--- src/design/tmee_pkg.sv ---
`timescale 1ns / 1ps
`default_nettype none
// ----------------------------------------------------------------------------
// tmee_pkg
// Shared types, constants and the state relabelling table for the engine.
// ----------------------------------------------------------------------------
package tmee_pkg;

    localparam int TAPE_LEN   = 256;
    localparam int TAPE_AW    = $clog2(TAPE_LEN);
    localparam int POS_W      = TAPE_AW + 1;
    localparam int SEEN_BITS  = 16;
    localparam int SEEN_DEPTH = 1 << SEEN_BITS;
    localparam int ACC_W      = 34;
    localparam int WORD_W     = 64;
    localparam int NUM_IMAGES = 5;
    localparam logic [7:0] STEP_LIMIT_RESET = 8'd170;

    typedef enum logic [3:0] {
        ST_IDLE,
        ST_SYM,
        ST_CLEAR,
        ST_RUN,
        ST_WRITE,
        ST_READ_WORD,
        ST_SEEN_RD,
        ST_SEEN_CHK,
        ST_OUT,
        ST_SEEN_INIT
    } state_t;

    // symmetry unit handshake
    typedef struct packed {
        logic       done;
        logic       canon;
        logic [2:0] mult;
    } sym_status_t;

    // image j of the code, position p takes nibble from src, relabeled
    function automatic logic [31:0] image_of(input logic [31:0] code,
                                             input logic [2:0] j);
        logic [2:0] src;
        logic [3:0] nib;
        logic [1:0] ns;
        logic [31:0] img;
        img = '0;
        for (int p = 0; p < 8; p++)
        begin
            case (j)
                3'd0: src = (p == 2) ? 3'd4 : (p == 3) ? 3'd5 : (p == 4) ? 3'd2 :
                            (p == 5) ? 3'd3 : 3'(p);
                3'd1: src = (p < 2) ? 3'(p + 2) : (p < 4) ? 3'(p - 2) : 3'(p);
                3'd2: src = (p < 4) ? 3'(p + 2) : (p < 6) ? 3'(p - 4) : 3'(p);
                3'd3: src = (p < 2) ? 3'(p + 4) : (p < 6) ? 3'(p - 2) : 3'(p);
                default: src = (p < 2) ? 3'(p + 4) : (p < 4) ? 3'(p) :
                               (p < 6) ? 3'(p - 4) : 3'(p);
            endcase
            nib = code[4*(7-src) +: 4];
            case (j)
                3'd0: ns = (nib[3:2] == 2'd1) ? 2'd2 : (nib[3:2] == 2'd2) ? 2'd1 : nib[3:2];
                3'd1: ns = (nib[3:2] == 2'd2) ? 2'd3 : (nib[3:2] == 2'd3) ? 2'd2 : nib[3:2];
                3'd2: ns = (nib[3:2] == 2'd1) ? 2'd2 : (nib[3:2] == 2'd2) ? 2'd3 :
                           (nib[3:2] == 2'd3) ? 2'd1 : 2'd0;
                3'd3: ns = (nib[3:2] == 2'd1) ? 2'd3 : (nib[3:2] == 2'd2) ? 2'd1 :
                           (nib[3:2] == 2'd3) ? 2'd2 : 2'd0;
                default: ns = (nib[3:2] == 2'd1) ? 2'd3 : (nib[3:2] == 2'd3) ? 2'd1 :
                              nib[3:2];
            endcase
            img[4*(7-p) +: 4] = {ns, nib[1:0]};
        end
        return img;
    endfunction

endpackage
`default_nettype wire

--- src/design/tmee_symmetry.sv ---
`timescale 1ns / 1ps
`default_nettype none
// ----------------------------------------------------------------------------
// tmee_symmetry
// Builds one symmetric image a cycle with one shared compare unit and
// reports multiplicity and canonical flag.
// ----------------------------------------------------------------------------
module tmee_symmetry (
    input  wire logic               clk,
    input  wire logic               rst_n,
    input  wire logic               start,
    input  wire logic [31:0]        code,
    output tmee_pkg::sym_status_t   status
);

    logic [2:0]  idx_reg, idx_next;
    logic        busy_reg, busy_next;
    logic        canon_reg, canon_next;
    logic [2:0]  fixed_reg, fixed_next;
    logic        done_reg, done_next;
    logic [31:0] img;

    assign img = tmee_pkg::image_of(code, idx_reg);

    // image sweep
    always_comb
    begin
        idx_next   = idx_reg;
        busy_next  = busy_reg;
        canon_next = canon_reg;
        fixed_next = fixed_reg;
        done_next  = 1'b0;
        if (start)
        begin
            idx_next   = '0;
            busy_next  = 1'b1;
            canon_next = 1'b1;
            fixed_next = 3'd1;
        end
        else if (busy_reg)
        begin
            if (img < code)
                canon_next = 1'b0;
            if (img == code)
                fixed_next = fixed_reg + 3'd1;
            idx_next = idx_reg + 3'd1;
            if (idx_reg == 3'(tmee_pkg::NUM_IMAGES - 1))
            begin
                busy_next = 1'b0;
                done_next = 1'b1;
            end
        end
    end

    always_ff @(posedge clk or negedge rst_n)
    begin
        if (!rst_n)
        begin
            idx_reg   <= '0;
            busy_reg  <= 1'b0;
            canon_reg <= 1'b0;
            fixed_reg <= 3'd1;
            done_reg  <= 1'b0;
        end
        else
        begin
            idx_reg   <= idx_next;
            busy_reg  <= busy_next;
            canon_reg <= canon_next;
            fixed_reg <= fixed_next;
            done_reg  <= done_next;
        end
    end

    // 6 / fixed, fixed is 1, 2, 3 or 6
    always_comb
    begin
        status.done  = done_reg;
        status.canon = canon_reg;
        case (fixed_reg)
            3'd1:    status.mult = 3'd6;
            3'd2:    status.mult = 3'd3;
            3'd3:    status.mult = 3'd2;
            default: status.mult = 3'd1;
        endcase
    end

    assert property (@(posedge clk) disable iff (!rst_n) start |=> busy_reg);
    assert property (@(posedge clk) disable iff (!rst_n) done_reg |-> !busy_reg);
    assert property (@(posedge clk) disable iff (!rst_n)
        done_reg |-> (fixed_reg == 3'd1 || fixed_reg == 3'd2 ||
                      fixed_reg == 3'd3 || fixed_reg == 3'd6));

endmodule
`default_nettype wire

--- config.mk ---
export PLATFORM = sky130hd
export DESIGN_NAME = tmee_symmetry
export DESIGN_NICKNAME = d
export VERILOG_FILES = /design/src/design/tmee_pkg.sv /design/src/design/tmee_symmetry.sv
export SDC_FILE = /design/constraint.sdc
export NUM_CORES = 1
export LEC_CHECK = 0
export ABC_AREA = 0
export BUFFER_PORTS_ARGS = -buffer_cell sky130_fd_sc_hd__buf_2
export CAP_MARGIN = 30
export CORE_ASPECT_RATIO = 0.5
export CORE_MARGIN = 2
export CORE_UTILIZATION = 55
export DETAILED_ROUTE_END_ITERATION = 7
export GPL_TIMING_DRIVEN = 1
export PLACE_DENSITY = 0.75
export SYNTH_ARGS = -nofsm -noshare
export SYNTH_HDL_FRONTEND = slang
export SYNTH_SLANG_ARGS = --single-unit
--- constraint.sdc ---
create_clock -name clk -period 5.43 [get_ports clk]
set_input_delay 1.3575 -clock clk [delete_from_list [all_inputs] [get_ports clk]]
set_output_delay 1.3575 -clock clk [all_outputs]
set_load 0.05 [all_outputs]
==> After elaboration in Yosys (flattened, before gate mapping) <==
Index checks and enable logic that the tools add are counted.
{ "classes": {"add_sub_neg": 8, "order_cmp": 1, "eq_ne": 32, "shift": 6, "muxes": 125, "reduce_logical": 10} }
{ "ops": {"columns": ["cell", "n"], "rows": [
  ["$shiftx 32x33->4", 6],
  ["$mux 2", 88],
  ["$pmux 2 s4", 8],
  ["$pmux 3 s2", 6],
  ["$eq 2x2->1 const B", 16],
  ["$lt 32x32->1", 1],
  ["$eq 28x28->1", 1],
  ["$sub 3x3->4 const A", 6],
  ["$mux 1", 17],
  ["$eq 2x1->1 const B", 8],
  ["$mux 3", 5],
  ["$eq 3x2->1 const B", 4],
  ["$pmux 3 s3", 1],
  ["$reduce_or 2->1", 4],
  ["$add 3x1->3 const B", 2],
  ["$eq 3x1->1 const B", 2],
  ["$reduce_bool 2->1", 3],
  ["$reduce_and 2->1", 2],
  ["$eq 3x3->1 const B", 1],
  ["$logic_not 3->1", 1]
]} }
{ "totals": {"regBits": 9, "input_bits": 35, "output_inout_bits": 5, "wordCells": 187} }

==> Depth between registers and ports, before layout <==
{ "logic_depth": {"ltp_word": 14, "depth_mapped": 19} }

==> Worst setup path after synthesis <==
OpenSTA, ideal clock, no wires.
{ "synth_path": {"path_type": "flip-flop to flip-flop", "startpoint": "register idx_reg[0]", "endpoint": "register fixed_reg[1]", "setup_time_ns": 0.072, "t_arrival_ns": 3.705, "required_time_ns": 5.358, "setup_slack_ns": 1.653, "path_stages_with_launch": 17, "period_less_slack_ns": 3.777, "cell_sequence": "dfrtp_1 -> buf_2 -> inv_1 -> ha_1 -> nor2b_2 -> buf_6 -> nor2_4 -> mux4_1 -> ha_1 -> nor2_1 -> o221ai_1 -> ha_1 -> nand4_1 -> nor4_1 -> nand2_1 -> mux2_2 -> nor2_1"} }
{ "synth_via": {"elab_chain_cells": 13, "elab_cells_between_ends": 127, "classes_between": "add/sub: 6; eq/ne: 22; shift: 6; mux: 86; reduce/logical: 7"} }
{ "synth_rtl": {"columns": ["item", "line", "source"], "rows": [
  ["from (decl)", "tmee_symmetry.sv:16", "logic [2:0] idx_reg, idx_next;"],
  ["from (signal assigned)", "tmee_symmetry.sv:67", "idx_reg <= idx_next;"],
  ["$eq 3x2->1, or another cell as far along", "tmee_pkg.sv:49, tmee_pkg.sv:59", null],
  ["$reduce_or 2->1 (no source line)", null, null],
  ["$pmux 3 s2", "tmee_pkg.sv:49", "case (j)"],
  ["$sub 3x3->4", "tmee_pkg.sv:58", "nib = code[4*(7-src) +: 4];"],
  ["$shiftx 32x33->4", "tmee_pkg.sv:58", null],
  ["$eq 2x2->1", null, null],
  ["$mux 1 / $mux 2 (equally long branches)", "tmee_pkg.sv:63, tmee_pkg.sv:65", null],
  ["$mux 2 (on tied branches) (2 in a row)", "tmee_pkg.sv:62, tmee_pkg.sv:64", null],
  ["$pmux 2 s4", "tmee_pkg.sv:59", "case (j)"],
  ["$eq 28x28->1 *", "tmee_symmetry.sv:44", "if (img == code)"],
  ["$reduce_bool 2->1 (no source line) *", null, null],
  ["$reduce_and 2->1 (no source line) *", null, null],
  ["to (signal assigned)", "tmee_symmetry.sv:70", "fixed_reg <= fixed_next;"],
  ["to (decl)", "tmee_symmetry.sv:19", "logic [2:0] fixed_reg, fixed_next;"]
]} }
Mark *: on every way between the ends. The rest lies on a longest branch, timed or not.
A chain may end at the register's enable or synchronous reset.

==> Worst setup path after layout <==
Ends and elaborated chain as after synthesis.

==> out/metrics.cfg <==
[run_status]
status = completed

[synth]
ys.flop_type = dfrtp_1
yosys-top-cells-area = ha_1 29%, dfrtp_1 8.2%, o21ai_0 6.6%
synth_top_family_by_area = adder cells
syn_area_um2 = 2440
synth_seq_cells = 9
synth_cells = 309
syn_avg_cell_area_um2 = 7.90
synth.mux.area_fraction_pct = 13.1
synthSimpleGateAreaFrac_pct = 16.0
synth_xor_area_share_pct = 1.08
synth_fa_ha_area_share_pct = 28.7
syn_nets = 400
synth_cell_types = 52
synth-edff-count = 0
synth_top_area_cell = ha_1
yosysTopAreaCellShare_pct = 28.7
ys_warn_count = 0
synth_compound_area_share_pct = 22.7
async_reset_ff_share_pct = 100
synth-seq-area-share_pct = 9.28

[worst_setup_path]
setup.worst_path.end = fixed_reg[1]
crit_top_cell = ha_1
slowest_stage = dfrtp_1
worst_ep_arrival_time_ps = 4720
endpoint_kind = flip-flop
reg2reg_depth = 14
path_class = flip-flop to flip-flop
cp-startpoint = idx_reg[0]
startpoint_type = flip-flop
r2r_setup_slack_ps = 870
crit_path_max_fanout = 12
rr_endpoint = fixed_reg[1]
reg2reg_from = idx_reg[0]
cp_slowest_stage_delay_ps = 740
worstPathCellList = inv_1 -> ha_1 -> nor2b_2 -> nor2_4 -> mux4_1 -> ha_1 -> nor2_1 -> o221ai_1 -> ha_1 -> nand4_1 -> nor4_1 -> nand2_1 -> mux2_2 -> nor2_1
worstPathRequired_ps = 5590

[cells_and_area]
fillers = 391
final_layout_size_suffix_gt1_share_pct = 17.8
diodes = 0
stdcell_count = 399
multi_input_comb_area_um2 = 1990
synthToLayoutAreaGrowth_pct = 10.8
fin_nets = 434
area.sequential_um2 = 226

[power_and_ir_drop]
cellPowerDensity_nw_per_um2 = 624
power_frac_clock_pct = 4.6
vdd_drop_max_mv = 0.324
p_sw_share_pct = 55.5
leakagePower_nw = 1.39
p_comb_share_pct = 87.8
seqPwrFrac_pct = 7.5
intPower_mw = 0.750
switching_power_mw = 0.937

[timing]
slew_headroom_pct = 48.6
rsz0062_at_grt = false
skew_ps = 0.966
tns_ps = 0
max_freq_ghz = 0.219
period_needed_ps = 4560
fin_crit_sh_pct = 84.0
hold_viol_final = 0
worst_pin_slew_ps = 771
drv_slew = 0
setup_viol = 0

[clocking]
clock_path_buffers = 2
postCtsHoldBufs = 0
cts_root_buf = clkbuf_8
clk_pin_slew_ps = 50
cts_tree = done
cts_sinks = 9
cts-resized-gates = 0
h-tree-depth = 1
cts_buffers = 3
clk_latency_ps = 230
cts_setup_buffers = 0

[die]
die_x_um = 98.2
ioPinCount = 40
rows = 17
start_util_pct = 56.3
dieHeight_um = 51.1
die_area_um2 = 5020
core_um2 = 4340

[drt]
firstDrtPassIters = 7
vias_per_cell = 6.36
remaining_drc_errors = 0
ant_nets = 0
num_vias = 2537
drt_iter0_markers = 232
drt-wirelength-per-cell_um = 16.8
routed_wl_um = 6690

[global_routing]
grt_pass1_vias = 2387
grt_pass1_wl_um = 11200
grt_max_degree = 26
overflow = 0
grt_usage_pct = 27.8
antenna_found_initial = 0

[placed_design]
place_inst = 395
hpwl_um = 5430
gp_congestion = 0.967
io_buffers = 39

[run]
maxCapViolations = 0

[worst_hold_path]
worstHoldPathType = flip-flop to flip-flop

==> cells in the final DEF (no fill, tap or decap), types with 6 or more instances in the layout <==
master / count
a21oi_1: 17
nand2_1: 28
o221ai_1: 11
nand4_1: 6
buf_2: 39
o21ai_0: 32
dfrtp_1: 8
inv_1: 40
nand3_1: 9
ha_1: 56
mux2i_1: 9
nor2_1: 19
==> critical path: cells and delay by family, from the launching register on <==
family | cells | cell delay [ps]
simple gates | 7 | 1620
mux | 2 | 930
fa+ha+maj | 3 | 860
flops | 1 | 740
compound gates | 1 | 170
buf+inv | 1 | 150
==> logic make-up (layout without fill, tap and decap cells) <==
| family | Yosys count | in the layout |
|---|---|---|
| flops | 9 | 9 |
| mux | 20 | 20 |
| buf+inv | 54 | 87 |
| simple gates | 81 | 81 |
| fa+ha+maj | 56 | 56 |
| xor+xnor | 3 | 3 |
| compound gates | 86 | 86 |
==> per-stage QoR <==
step | instance area (um^2) | setup WS (ps) | util, % | hold slack (ps) | total power [mW]
3_3_place_gp | 2660 | 1180 | 61.3 | 493 | 1.51
5_1_grt | 2710 | 625 | 62.3 | 562 | 1.88
6_report | 2710 | 871 | 62.3 | 503 | 1.69
2_1_floorplan | 2440 | 1650 | - | 479 | 1.24
4_1_cts | 2710 | 922 | 62.3 | 512 | 1.65
3_5_place_dp | 2660 | 921 | 61.3 | 503 | 1.56
==> Yosys cell counts (2+ instances only) <==
cell type	number
ha_1	56
inv_1	40
o21ai_0	32
nand2_1	28
nor2_1	19
a21oi_1	17
o221ai_1	11
mux2i_1	9
nand3_1	9
dfrtp_1	8
nand4_1	6
buf_2	5
a31oi_1	4
clkbuf_1	4
mux4_1	4
mux4_2	4
nor3_1	4
a21o_1	3
mux2_2	3
a211o_1	2
a211oi_1	2
a221o_1	2
a22o_1	2
buf_4	2
nor2b_1	2
nor4_1	2
o21a_1	2
or2b_1	2
xnor2_1	2
==> power groups by stage <==
stage / Sequential [mW] / Combinational, mW / Clock [mW]
after global placement: 0.126 / 1.39 / 0
after detailed placement: 0.127 / 1.44 / 0
after CTS: 0.127 / 1.45 / 0.0800
after floorplan: 0.0954 / 1.14 / 0
final: 0.127 / 1.48 / 0.0781
after global routing: 0.132 / 1.67 / 0.0870
==> layer usage <==
| metal | share of wire [%] | GRT usage [%] | up-vias |
|---|---|---|---|
| met5 | 0 | 0 | - |
| met2 | 44 | 46.5 | 136 |
| met3 | 8.3 | 4.24 | 22 |
| met4 | 2.5 | 6.39 | 0 |
| li1 | - | - | 1200 |
| met1 | 45 | 38.3 | 1179 |
==> worst min path at each step <==
stage                     slack [ps]  cells after the start      start        end
after floorplan                  480                      1  canon_reg  canon_reg
after global placement           490                      1  canon_reg  canon_reg
after detailed placement         500                      1  canon_reg  canon_reg
after CTS                        510                      1  canon_reg  canon_reg
after global routing             560                      1  canon_reg  canon_reg
final                            500                      1  canon_reg  canon_reg
==> final cells by class <==
cell class                      instances  area share [%]
Clock buffer                            4            1.67
Inverter                               41            5.69
Multi-Input combinational cell        246            73.6
Sequential cell                         9            8.37
Tap cell                               57            2.64
Timing Repair Buffer                   42            8.05
No activity file was read; power rests on OpenSTA's default activity.
